File: src/sv/hcor_pkg.sv
`timescale 1ns / 1ps
// ============================================================================
// hcor_pkg
// shared types and codes for the handle cache with oldest-entry replacement
// ============================================================================
package hcor_pkg;

    localparam int ACT_W       = 3;
    localparam int KEY_W       = 64;
    localparam int HIN_W       = 32;
    localparam int OUT_H_W     = 32;
    localparam int IN_TDATA_W  = 104;
    localparam int OUT_TDATA_W = 72;

    // action codes, codes 5 to 7 are treated as no-op
    localparam logic [ACT_W-1:0] ACT_TAKE    = 3'd0;
    localparam logic [ACT_W-1:0] ACT_STORE   = 3'd1;
    localparam logic [ACT_W-1:0] ACT_DROP    = 3'd2;
    localparam logic [ACT_W-1:0] ACT_REFRESH = 3'd3;
    localparam logic [ACT_W-1:0] ACT_CLEAR   = 3'd4;

    // which kind of result the datapath builds on a load
    typedef enum logic [1:0] {
        RES_OP,
        RES_EVICT,
        RES_CLR
    } res_sel_t;

    typedef struct packed {
        logic     latch;
        logic     load;
        res_sel_t sel;
        logic     scan_start;
        logic     scan_step;
        logic     clr_start;
    } hcor_cmd_t;

    typedef struct packed {
        logic [ACT_W-1:0] action;
        logic             key_zero;
        logic             free_any;
        logic             scan_last;
        logic             clr_last;
        logic             out_free;
    } hcor_status_t;

endpackage

File: src/sv/hcor_ctrl.sv
`timescale 1ns / 1ps
// ============================================================================
// hcor_ctrl
// sequencer for the handle cache: accept, execute, victim scan, clear-all
// ============================================================================
module hcor_ctrl (
    input  logic                 aclk,
    input  logic                 aresetn,
    input  logic                 in_valid,
    output logic                 in_ready,
    input  hcor_pkg::hcor_status_t status,
    output hcor_pkg::hcor_cmd_t    cmd
);

    typedef enum logic [2:0] {
        ST_IDLE,
        ST_EXEC,
        ST_SCAN,
        ST_EVICT,
        ST_CLR
    } state_t;

    state_t state_reg, state_next;

    always_ff @(posedge aclk) begin
        if (!aresetn) begin
            state_reg <= ST_IDLE;
        end else begin
            state_reg <= state_next;
        end
    end

    assign in_ready = (state_reg == ST_IDLE);

    always_comb begin
        state_next     = state_reg;
        cmd            = '0;
        cmd.sel        = hcor_pkg::RES_OP;
        unique case (state_reg)
            ST_IDLE: begin
                if (in_valid) begin
                    cmd.latch  = 1'b1;
                    state_next = ST_EXEC;
                end
            end
            ST_EXEC: begin
                if (status.action == hcor_pkg::ACT_CLEAR) begin
                    cmd.clr_start = 1'b1;
                    state_next    = ST_CLR;
                end else if (status.action == hcor_pkg::ACT_STORE && !status.key_zero
                             && !status.free_any) begin
                    cmd.scan_start = 1'b1;
                    state_next     = ST_SCAN;
                end else if (status.out_free) begin
                    cmd.load   = 1'b1;
                    state_next = ST_IDLE;
                end
            end
            ST_SCAN: begin
                cmd.scan_step = 1'b1;
                if (status.scan_last) begin
                    state_next = ST_EVICT;
                end
            end
            ST_EVICT: begin
                cmd.sel = hcor_pkg::RES_EVICT;
                if (status.out_free) begin
                    cmd.load   = 1'b1;
                    state_next = ST_IDLE;
                end
            end
            ST_CLR: begin
                cmd.sel = hcor_pkg::RES_CLR;
                if (status.out_free) begin
                    cmd.load = 1'b1;
                    if (status.clr_last) begin
                        state_next = ST_IDLE;
                    end
                end
            end
            default: begin
                state_next = ST_IDLE;
            end
        endcase
    end

endmodule

File: src/sv/hcor_datapath.sv
`timescale 1ns / 1ps
// ============================================================================
// hcor_datapath
// slot storage, key match, free-slot search, age scan and result register
// ============================================================================
module hcor_datapath #(
    parameter int ENTRIES     = 4,
    parameter int HANDLE_BITS = 32,
    parameter int AGE_BITS    = 32
) (
    input  logic                                aclk,
    input  logic                                aresetn,
    input  hcor_pkg::hcor_cmd_t                 cmd,
    output hcor_pkg::hcor_status_t              status,
    input  logic [hcor_pkg::ACT_W-1:0]          in_action,
    input  logic [hcor_pkg::KEY_W-1:0]          in_key,
    input  logic [hcor_pkg::HIN_W-1:0]          in_handle,
    output logic                                o_valid,
    input  logic                                o_ready,
    output logic                                o_found,
    output logic [hcor_pkg::OUT_H_W-1:0]        o_handle_out,
    output logic                                o_closed,
    output logic [hcor_pkg::OUT_H_W-1:0]        o_closed_handle,
    output logic                                o_last
);

    localparam int IDX_W = (ENTRIES > 1) ? $clog2(ENTRIES) : 1;

    function automatic logic [hcor_pkg::OUT_H_W-1:0] to_out(input logic [HANDLE_BITS-1:0] h);
        logic [63:0] ext;
        ext = 64'(h);
        return ext[hcor_pkg::OUT_H_W-1:0];
    endfunction

    // latched request
    logic [hcor_pkg::ACT_W-1:0] act_reg;
    logic [hcor_pkg::KEY_W-1:0] key_reg;
    logic [HANDLE_BITS-1:0]     hin_reg;

    // slots
    logic [ENTRIES-1:0]         slot_valid_reg, slot_valid_next;
    logic [hcor_pkg::KEY_W-1:0] slot_key_reg    [ENTRIES];
    logic [HANDLE_BITS-1:0]     slot_handle_reg [ENTRIES];
    logic [AGE_BITS-1:0]        slot_age_reg    [ENTRIES];
    logic [AGE_BITS-1:0]        next_age_reg;

    // victim scan and clear-all bookkeeping
    logic [IDX_W-1:0]           scan_idx_reg;
    logic [IDX_W-1:0]           cand_reg;
    logic [AGE_BITS-1:0]        cand_age_reg;
    logic [ENTRIES-1:0]         pend_reg;

    logic                       out_valid_reg;
    logic                       out_found_reg, out_last_reg;
    logic [HANDLE_BITS-1:0]     out_hout_reg, out_chandle_reg;

    logic [ENTRIES-1:0] match, nonnull, ref_free, hit_oh, pend_low_oh, pend_rest;
    logic               key_zero, hit, free_any;
    logic [IDX_W-1:0]   hit_idx, free_idx, ref_idx, pend_idx, rd_idx;
    logic [HANDLE_BITS-1:0] rd_handle, hin_keep;
    logic [AGE_BITS-1:0]    scan_age;
    logic                   out_free;

    logic                   r_found, r_last;
    logic [HANDLE_BITS-1:0] r_hout, r_chandle, put_handle;
    logic                   put_en, clr_en;
    logic [IDX_W-1:0]       put_idx;

    assign hin_keep = HANDLE_BITS'(64'(in_handle));
    assign key_zero = (key_reg == '0);

    always_comb begin
        for (int i = 0; i < ENTRIES; i++) begin
            match[i]   = slot_valid_reg[i] && (slot_key_reg[i] == key_reg);
            nonnull[i] = (slot_handle_reg[i] != '0);
        end
    end

    assign hit    = !key_zero && (match != '0);
    assign hit_oh = ENTRIES'(1) << hit_idx;
    assign ref_free = ~(slot_valid_reg & ~hit_oh);
    assign free_any = (slot_valid_reg != {ENTRIES{1'b1}});
    assign pend_low_oh = pend_reg & (~pend_reg + ENTRIES'(1));
    assign pend_rest   = pend_reg & ~pend_low_oh;

    // lowest-index priority encoders
    always_comb begin
        hit_idx  = '0;
        free_idx = '0;
        ref_idx  = '0;
        pend_idx = '0;
        for (int i = ENTRIES - 1; i >= 0; i--) begin
            if (match[i])           hit_idx  = IDX_W'(i);
            if (!slot_valid_reg[i]) free_idx = IDX_W'(i);
            if (ref_free[i])        ref_idx  = IDX_W'(i);
            if (pend_reg[i])        pend_idx = IDX_W'(i);
        end
    end

    // single handle read port
    always_comb begin
        case (cmd.sel)
            hcor_pkg::RES_EVICT: rd_idx = cand_reg;
            hcor_pkg::RES_CLR:   rd_idx = pend_idx;
            default:             rd_idx = hit_idx;
        endcase
    end
    assign rd_handle = slot_handle_reg[rd_idx];
    assign scan_age  = slot_age_reg[scan_idx_reg];

    // result and slot write selection
    always_comb begin
        r_found    = 1'b0;
        r_hout     = '0;
        r_chandle  = '0;
        r_last     = 1'b1;
        put_en     = 1'b0;
        put_idx    = free_idx;
        put_handle = hin_reg;
        clr_en     = 1'b0;
        case (cmd.sel)
            hcor_pkg::RES_EVICT: begin
                r_chandle = rd_handle;
                put_en    = 1'b1;
                put_idx   = cand_reg;
            end
            hcor_pkg::RES_CLR: begin
                if (pend_reg != '0) begin
                    r_chandle = rd_handle;
                end
                r_last = (pend_rest == '0);
            end
            default: begin
                case (act_reg)
                    hcor_pkg::ACT_TAKE: begin
                        if (hit) begin
                            r_found = 1'b1;
                            r_hout  = rd_handle;
                            clr_en  = 1'b1;
                        end
                    end
                    hcor_pkg::ACT_STORE: begin
                        if (key_zero) begin
                            r_chandle = hin_reg;
                        end else begin
                            put_en = 1'b1;
                        end
                    end
                    hcor_pkg::ACT_DROP: begin
                        if (hit) begin
                            r_found   = 1'b1;
                            r_chandle = rd_handle;
                            clr_en    = 1'b1;
                        end
                    end
                    hcor_pkg::ACT_REFRESH: begin
                        if (hit) begin
                            r_found    = 1'b1;
                            r_hout     = rd_handle;
                            clr_en     = 1'b1;
                            put_en     = 1'b1;
                            put_idx    = ref_idx;
                            put_handle = rd_handle;
                        end
                    end
                    default: begin
                    end
                endcase
            end
        endcase
    end

    always_comb begin
        slot_valid_next = slot_valid_reg;
        if (cmd.clr_start) begin
            slot_valid_next = '0;
        end
        if (cmd.load) begin
            if (clr_en) slot_valid_next[hit_idx] = 1'b0;
            if (put_en) slot_valid_next[put_idx] = 1'b1;
        end
    end

    assign out_free = !out_valid_reg || o_ready;

    always_ff @(posedge aclk) begin
        if (!aresetn) begin
            slot_valid_reg <= '0;
            next_age_reg   <= '0;
            out_valid_reg  <= 1'b0;
        end else begin
            slot_valid_reg <= slot_valid_next;
            if (cmd.load && put_en) begin
                next_age_reg <= next_age_reg + AGE_BITS'(1);
            end
            if (cmd.load) begin
                out_valid_reg <= 1'b1;
            end else if (o_ready) begin
                out_valid_reg <= 1'b0;
            end
        end
    end

    always_ff @(posedge aclk) begin
        if (cmd.latch) begin
            act_reg <= in_action;
            key_reg <= in_key;
            hin_reg <= hin_keep;
        end
        if (cmd.load && put_en) begin
            slot_key_reg[put_idx]    <= key_reg;
            slot_handle_reg[put_idx] <= put_handle;
            slot_age_reg[put_idx]    <= next_age_reg;
        end
        if (cmd.scan_start) begin
            cand_reg     <= '0;
            cand_age_reg <= slot_age_reg[0];
            scan_idx_reg <= IDX_W'(1);
        end else if (cmd.scan_step) begin
            if (scan_age < cand_age_reg) begin
                cand_reg     <= scan_idx_reg;
                cand_age_reg <= scan_age;
            end
            scan_idx_reg <= scan_idx_reg + IDX_W'(1);
        end
        if (cmd.clr_start) begin
            pend_reg <= slot_valid_reg & nonnull;
        end else if (cmd.load && cmd.sel == hcor_pkg::RES_CLR) begin
            pend_reg <= pend_rest;
        end
        if (cmd.load) begin
            out_found_reg   <= r_found;
            out_hout_reg    <= r_hout;
            out_chandle_reg <= r_chandle;
            out_last_reg    <= r_last;
        end
    end

    assign status.action    = act_reg;
    assign status.key_zero  = key_zero;
    assign status.free_any  = free_any;
    assign status.scan_last = (scan_idx_reg == IDX_W'(ENTRIES - 1));
    assign status.clr_last  = (pend_rest == '0);
    assign status.out_free  = out_free;

    assign o_valid         = out_valid_reg;
    assign o_found         = out_found_reg;
    assign o_handle_out    = to_out(out_hout_reg);
    assign o_closed        = (to_out(out_chandle_reg) != '0);
    assign o_closed_handle = to_out(out_chandle_reg);
    assign o_last          = out_last_reg;

endmodule

File: src/sv/handle_cache_oldest_replace.sv
`timescale 1ns / 1ps
// ============================================================================
// handle_cache_oldest_replace
// fully associative key-to-handle cache with oldest-insertion replacement
// ============================================================================
// usage
//   s_axis carries one request beat: action, 64-bit key and handle.
//   m_axis returns result beats; m_axis_tlast marks the final beat of a
//   request. every action gives one beat, except clear-all which gives one
//   beat per valid slot with a non-null handle (or a single empty beat).
// sequencing
//   a request is taken in one cycle and executed in the next; the result
//   beat is registered, and a new request is taken only back in idle.
//   a store into a full table first runs the age scan, which compares one
//   slot per cycle to find the oldest entry. clear-all gives its result
//   beats one after another.
// reset
//   aresetn (synchronous, active low) invalidates every slot and zeroes the
//   age counter; slot contents are not cleared.
// stalls
//   results go through a single output register; while m_axis_tready is low
//   the block holds its beat and finishes no further request.
// ============================================================================
module handle_cache_oldest_replace #(
    parameter int ENTRIES     = 4,
    parameter int HANDLE_BITS = 32,
    parameter int AGE_BITS    = 32
) (
    input  logic                                 aclk,
    input  logic                                 aresetn,
    input  logic                                 s_axis_tvalid,
    output logic                                 s_axis_tready,
    // action[2:0], key[66:3], handle_in[98:67], zero fill
    input  logic [hcor_pkg::IN_TDATA_W-1:0]      s_axis_tdata,
    output logic                                 m_axis_tvalid,
    input  logic                                 m_axis_tready,
    // found[0], handle_out[32:1], closed[33], closed_handle[65:34], zero fill
    output logic [hcor_pkg::OUT_TDATA_W-1:0]     m_axis_tdata,
    output logic                                 m_axis_tlast
);

    hcor_pkg::hcor_cmd_t    cmd;
    hcor_pkg::hcor_status_t status;

    logic                          found, closed;
    logic [hcor_pkg::OUT_H_W-1:0]  handle_out, closed_handle;

    // sequencer
    hcor_ctrl u_ctrl (
        .aclk     (aclk),
        .aresetn  (aresetn),
        .in_valid (s_axis_tvalid),
        .in_ready (s_axis_tready),
        .status   (status),
        .cmd      (cmd)
    );

    // slots, lookup, age scan and result register
    hcor_datapath #(
        .ENTRIES     (ENTRIES),
        .HANDLE_BITS (HANDLE_BITS),
        .AGE_BITS    (AGE_BITS)
    ) u_dp (
        .aclk            (aclk),
        .aresetn         (aresetn),
        .cmd             (cmd),
        .status          (status),
        .in_action       (s_axis_tdata[2:0]),
        .in_key          (s_axis_tdata[66:3]),
        .in_handle       (s_axis_tdata[98:67]),
        .o_valid         (m_axis_tvalid),
        .o_ready         (m_axis_tready),
        .o_found         (found),
        .o_handle_out    (handle_out),
        .o_closed        (closed),
        .o_closed_handle (closed_handle),
        .o_last          (m_axis_tlast)
    );

    // result beat packing
    assign m_axis_tdata = {6'b0, closed_handle, closed, handle_out, found};

endmodule

File: config.mk
export PLATFORM = sky130hd
export DESIGN_NAME = handle_cache_oldest_replace
export DESIGN_NICKNAME = d
export VERILOG_FILES = /design/src/sv/hcor_pkg.sv /design/src/sv/hcor_ctrl.sv /design/src/sv/hcor_datapath.sv /design/src/sv/handle_cache_oldest_replace.sv
export SDC_FILE = /design/constraint.sdc
export NUM_CORES = 1
export LEC_CHECK = 0
export BUFFER_PORTS_ARGS = -buffer_cell sky130_fd_sc_hd__buf_2
export CAP_MARGIN = 30
export CELL_PAD_IN_SITES_DETAIL_PLACEMENT = 0
export CELL_PAD_IN_SITES_GLOBAL_PLACEMENT = 1
export CORE_ASPECT_RATIO = 0.5
export CORE_MARGIN = 5
export CORE_UTILIZATION = 30
export CTS_CLUSTER_SIZE = 25
export DETAILED_ROUTE_END_ITERATION = 16
export PLACE_DENSITY = 0.62
export REMOVE_ABC_BUFFERS = 1
export SYNTH_ARGS = -nofsm -noshare
export SYNTH_HDL_FRONTEND = slang
export SYNTH_HIERARCHICAL = 1
export SYNTH_SLANG_ARGS = --single-unit
File: constraint.sdc
create_clock -name aclk -period 28.1 [get_ports aclk]
set_clock_uncertainty 0.1 [all_clocks]
set_input_delay 1.405 -clock aclk [delete_from_list [all_inputs] [get_ports aclk]]
set_output_delay 1.405 -clock aclk [all_outputs]
set_load 0.1 [all_outputs]
==> reports/qor.yml <==
clock_network:
  clock_path_buffers: 3
  cts_inserted_buffers: 77
  cts_tree: "done"
  post_cts_buffers: 0
  holdBufCountCts: 0
  htree_levels: 3
  cts_root_buf: "clkbuf_16"
  cts.sinks: 759
  clkTransAtPathRegs_ns: 0.06
  clock_latency_ns: 0.63
  cts_resized: 0
synthesis:
  synth_common_cells: "edfxtp_1, xnor2_1, mux2i_1"
  yosys.cell_count.top_type: "edfxtp_1"
  ys_seq_area_share_pct: 67.2
  synth_top_area_cell: "edfxtp_1"
  synth-edff-count: 713
  yosys_warnings: 6
  async_flop_share_pct: 0
  syn-cell-area_mm2: 0.0332
  synth_area_leaders: "edfxtp_1, xnor2_1, mux2_2"
  synth.top_cell.area_share_pct: 64.4
  synthFlopType: "edfxtp_1"
  postSynthCellCount: 2217
  synth-seq-cells: 759
  synth.avg_cell_area_um2: 15.0
  synth_cell_type_count: 82
layout:
  nNetsFinal: 2518
  layout.area.seq_mm2: 0.0223
  fillers: 10600
  syn_to_final_growth_pct: 15.1
  insertedDiodeCount: 0
  multiInputGateArea_mm2: 0.0100
  largest_reg_flops: 256
  drive_above_1_share_pct: 19.8
drt:
  vias: 19300
  dr.pass1.iters: 6
  wl_um: 87000
  drt_iter0_markers: 1435
  via_per_inst: 4.90
  route.detailed.drc: 0
  final_antenna_net_count: 0
  wire_per_inst_um: 22.1
floorplan:
  die_area_mm2: 0.118
  boundaryPins: 183
  start_util_pct: 30.2
  rows: 86
  die_w_um: 481
  core_mm2: 0.110
  die_h_um: 245
worst_hold_path:
  hold_path_class: "reg2reg"
pwr:
  finalPower_mw: 2.47
  p_leak_nw: 12.9
  p_per_area_mw_per_mm2: 64.6
  ir_worst_vdd_mv: 0.0384
timing:
  finalCritPeriodShare_pct: 20.3
  rsz0062_at_grt: "false"
  period_needed_ns: 5.69
  relSlewSlack_pct: 34.9
  timing.fmax_mhz: 176
  drv_slew: 0
  timing.setup.tns_ns: 0
  setup_viol: 0
  timing.hold.ws_ns: 0.416
  hold_violations: 0
  tightestPinTransition_ns: 0.976
critical_path:
  critical_path_class: "reg2reg"
  path_delay_family: "simple AND/OR/NAND/NOR gates"
  cp.arrival_ns: 5.84
  required_ns: 28.25
  start_kind: "flop"
  cp_slowest_cell: "edfxtp_1"
  crit_buf_inv: 3
  critical_path.cell_chain: "xnor2_1 -> nand4_1 -> nor4_1 -> nand4_1 -> or4_1 -> nand3_2 -> nand4_1 -> buf_4 -> a21oi_2 -> nor3b_4 -> buf_4 -> buf_4"
  critPathCaptureType: "flop"
  max_stage_delay_ns: 0.75
  critPathMaxFanout: 65
grt:
  grt_pass1_wl_um: 128000
  met2_usage_pct: 24.1
  top_usage_layer: "met2"
  grt_max_degree: 68
  antenna_found_initial: 2
  grt_util_met1_pct: 19.2
  grt_usage_pct: 14.4
  grt_pass1_vias: 19300
  grt_overflow: 0
  met3_usage_pct: 2.53
place:
  io_buffers: 171
  gp_congestion: 0.808
  hpwlAfterDp_um: 55800
run:
  maxCapViolations: 0
outcome:
  status: "completed"
[area by class of cell]
type | instances | share of cell area [%]
repair buffers | 214 | 3.17
well taps | 1496 | 4.89
flip-flops and latches | 759 | 58.3
clock inverters | 44 | 1.35
inverters | 75 | 0.736
multi-input cells | 1248 | 26.2
clock buffers | 93 | 5.30
[power by group]
group	internal (mW)	switching (mW)
clock	0.623	0.425
sequential	1.26	0.0311
combinational	0.0471	0.0906
[final timing paths]
kind | from | to | slack (ns) | cells past startpoint
worst min-delay path | u_dp/next_age_reg[25] | u_dp/slot_age_reg[1][25] | 0.42 | 0
worst max register to register | u_dp/key_reg[13] | u_dp/slot_age_reg[3][11] | 22.41 | 12
worst max-delay path | u_dp/key_reg[13] | u_dp/slot_age_reg[3][11] | 22.41 | 12
worst min register to register | u_dp/next_age_reg[25] | u_dp/slot_age_reg[1][25] | 0.42 | 0
[placed cells by master (no fill, tap or decap), types with 16 or more instances in the layout]
cell       instances
edfxtp_1         713
buf_2            172
xnor2_1          168
mux2i_1          100
nand2_1           97
mux2_2            94
nor4_1            89
nand4_1           82
clkbuf_16         79
inv_1             74
xor2_1            68
a221o_1           63
nor2_1            53
dfxtp_1           45
o21ai_0           45
and2_1            40
nand2b_1          40
buf_4             39
ha_1              35
mux4_2            32
o21ai_1           31
clkinv_1          17
nand3_1           17
a21o_1            16
[worst register-to-register path: stages, from the launching register on]
cell,delay (ns)
edfxtp_1,0.75
xnor2_1,0.19
nand4_1,0.19
nor4_1,0.67
nand4_1,0.33
or4_1,0.67
nand3_2,0.21
nand4_1,0.11
buf_4,0.37
a21oi_2,0.39
nor3b_4,0.25
buf_4,0.44
buf_4,0.65
[logic make-up after synthesis]
group	Yosys count	share of synthesized area, %
AO/OA/AOI/OAI	246	5.55
flip-flops	759	67.2
XOR/XNOR	236	6.22
adder cells (fa/ha/maj)	35	1.32
AND/OR/NAND/NOR	497	8.34
other	1	0.0113
multiplexers	228	8.45
buffers and inverters	215	2.94
[metrics by stage]
step | area [um2] | setup WS, ns | util [%] | std cells
2_1_floorplan | 32600 | 11.88 | - | 2082
3_3_place_gp | 35700 | 22.23 | 32.4 | 3788
3_5_place_dp | 35700 | 22.28 | 32.5 | 3792
4_1_cts | 38300 | 22.25 | 34.8 | 3929
5_1_grt | 38300 | 22.11 | 34.8 | 3929
6_report | 38300 | 22.41 | 34.8 | 3929
[layer usage]
metal	wire length (um)	share of wire, %
met5	0	0
met1	38200	44
met2	42300	49
met3	4230	4.9
met4	2270	2.6
Power figures use the tool's default switching activity.
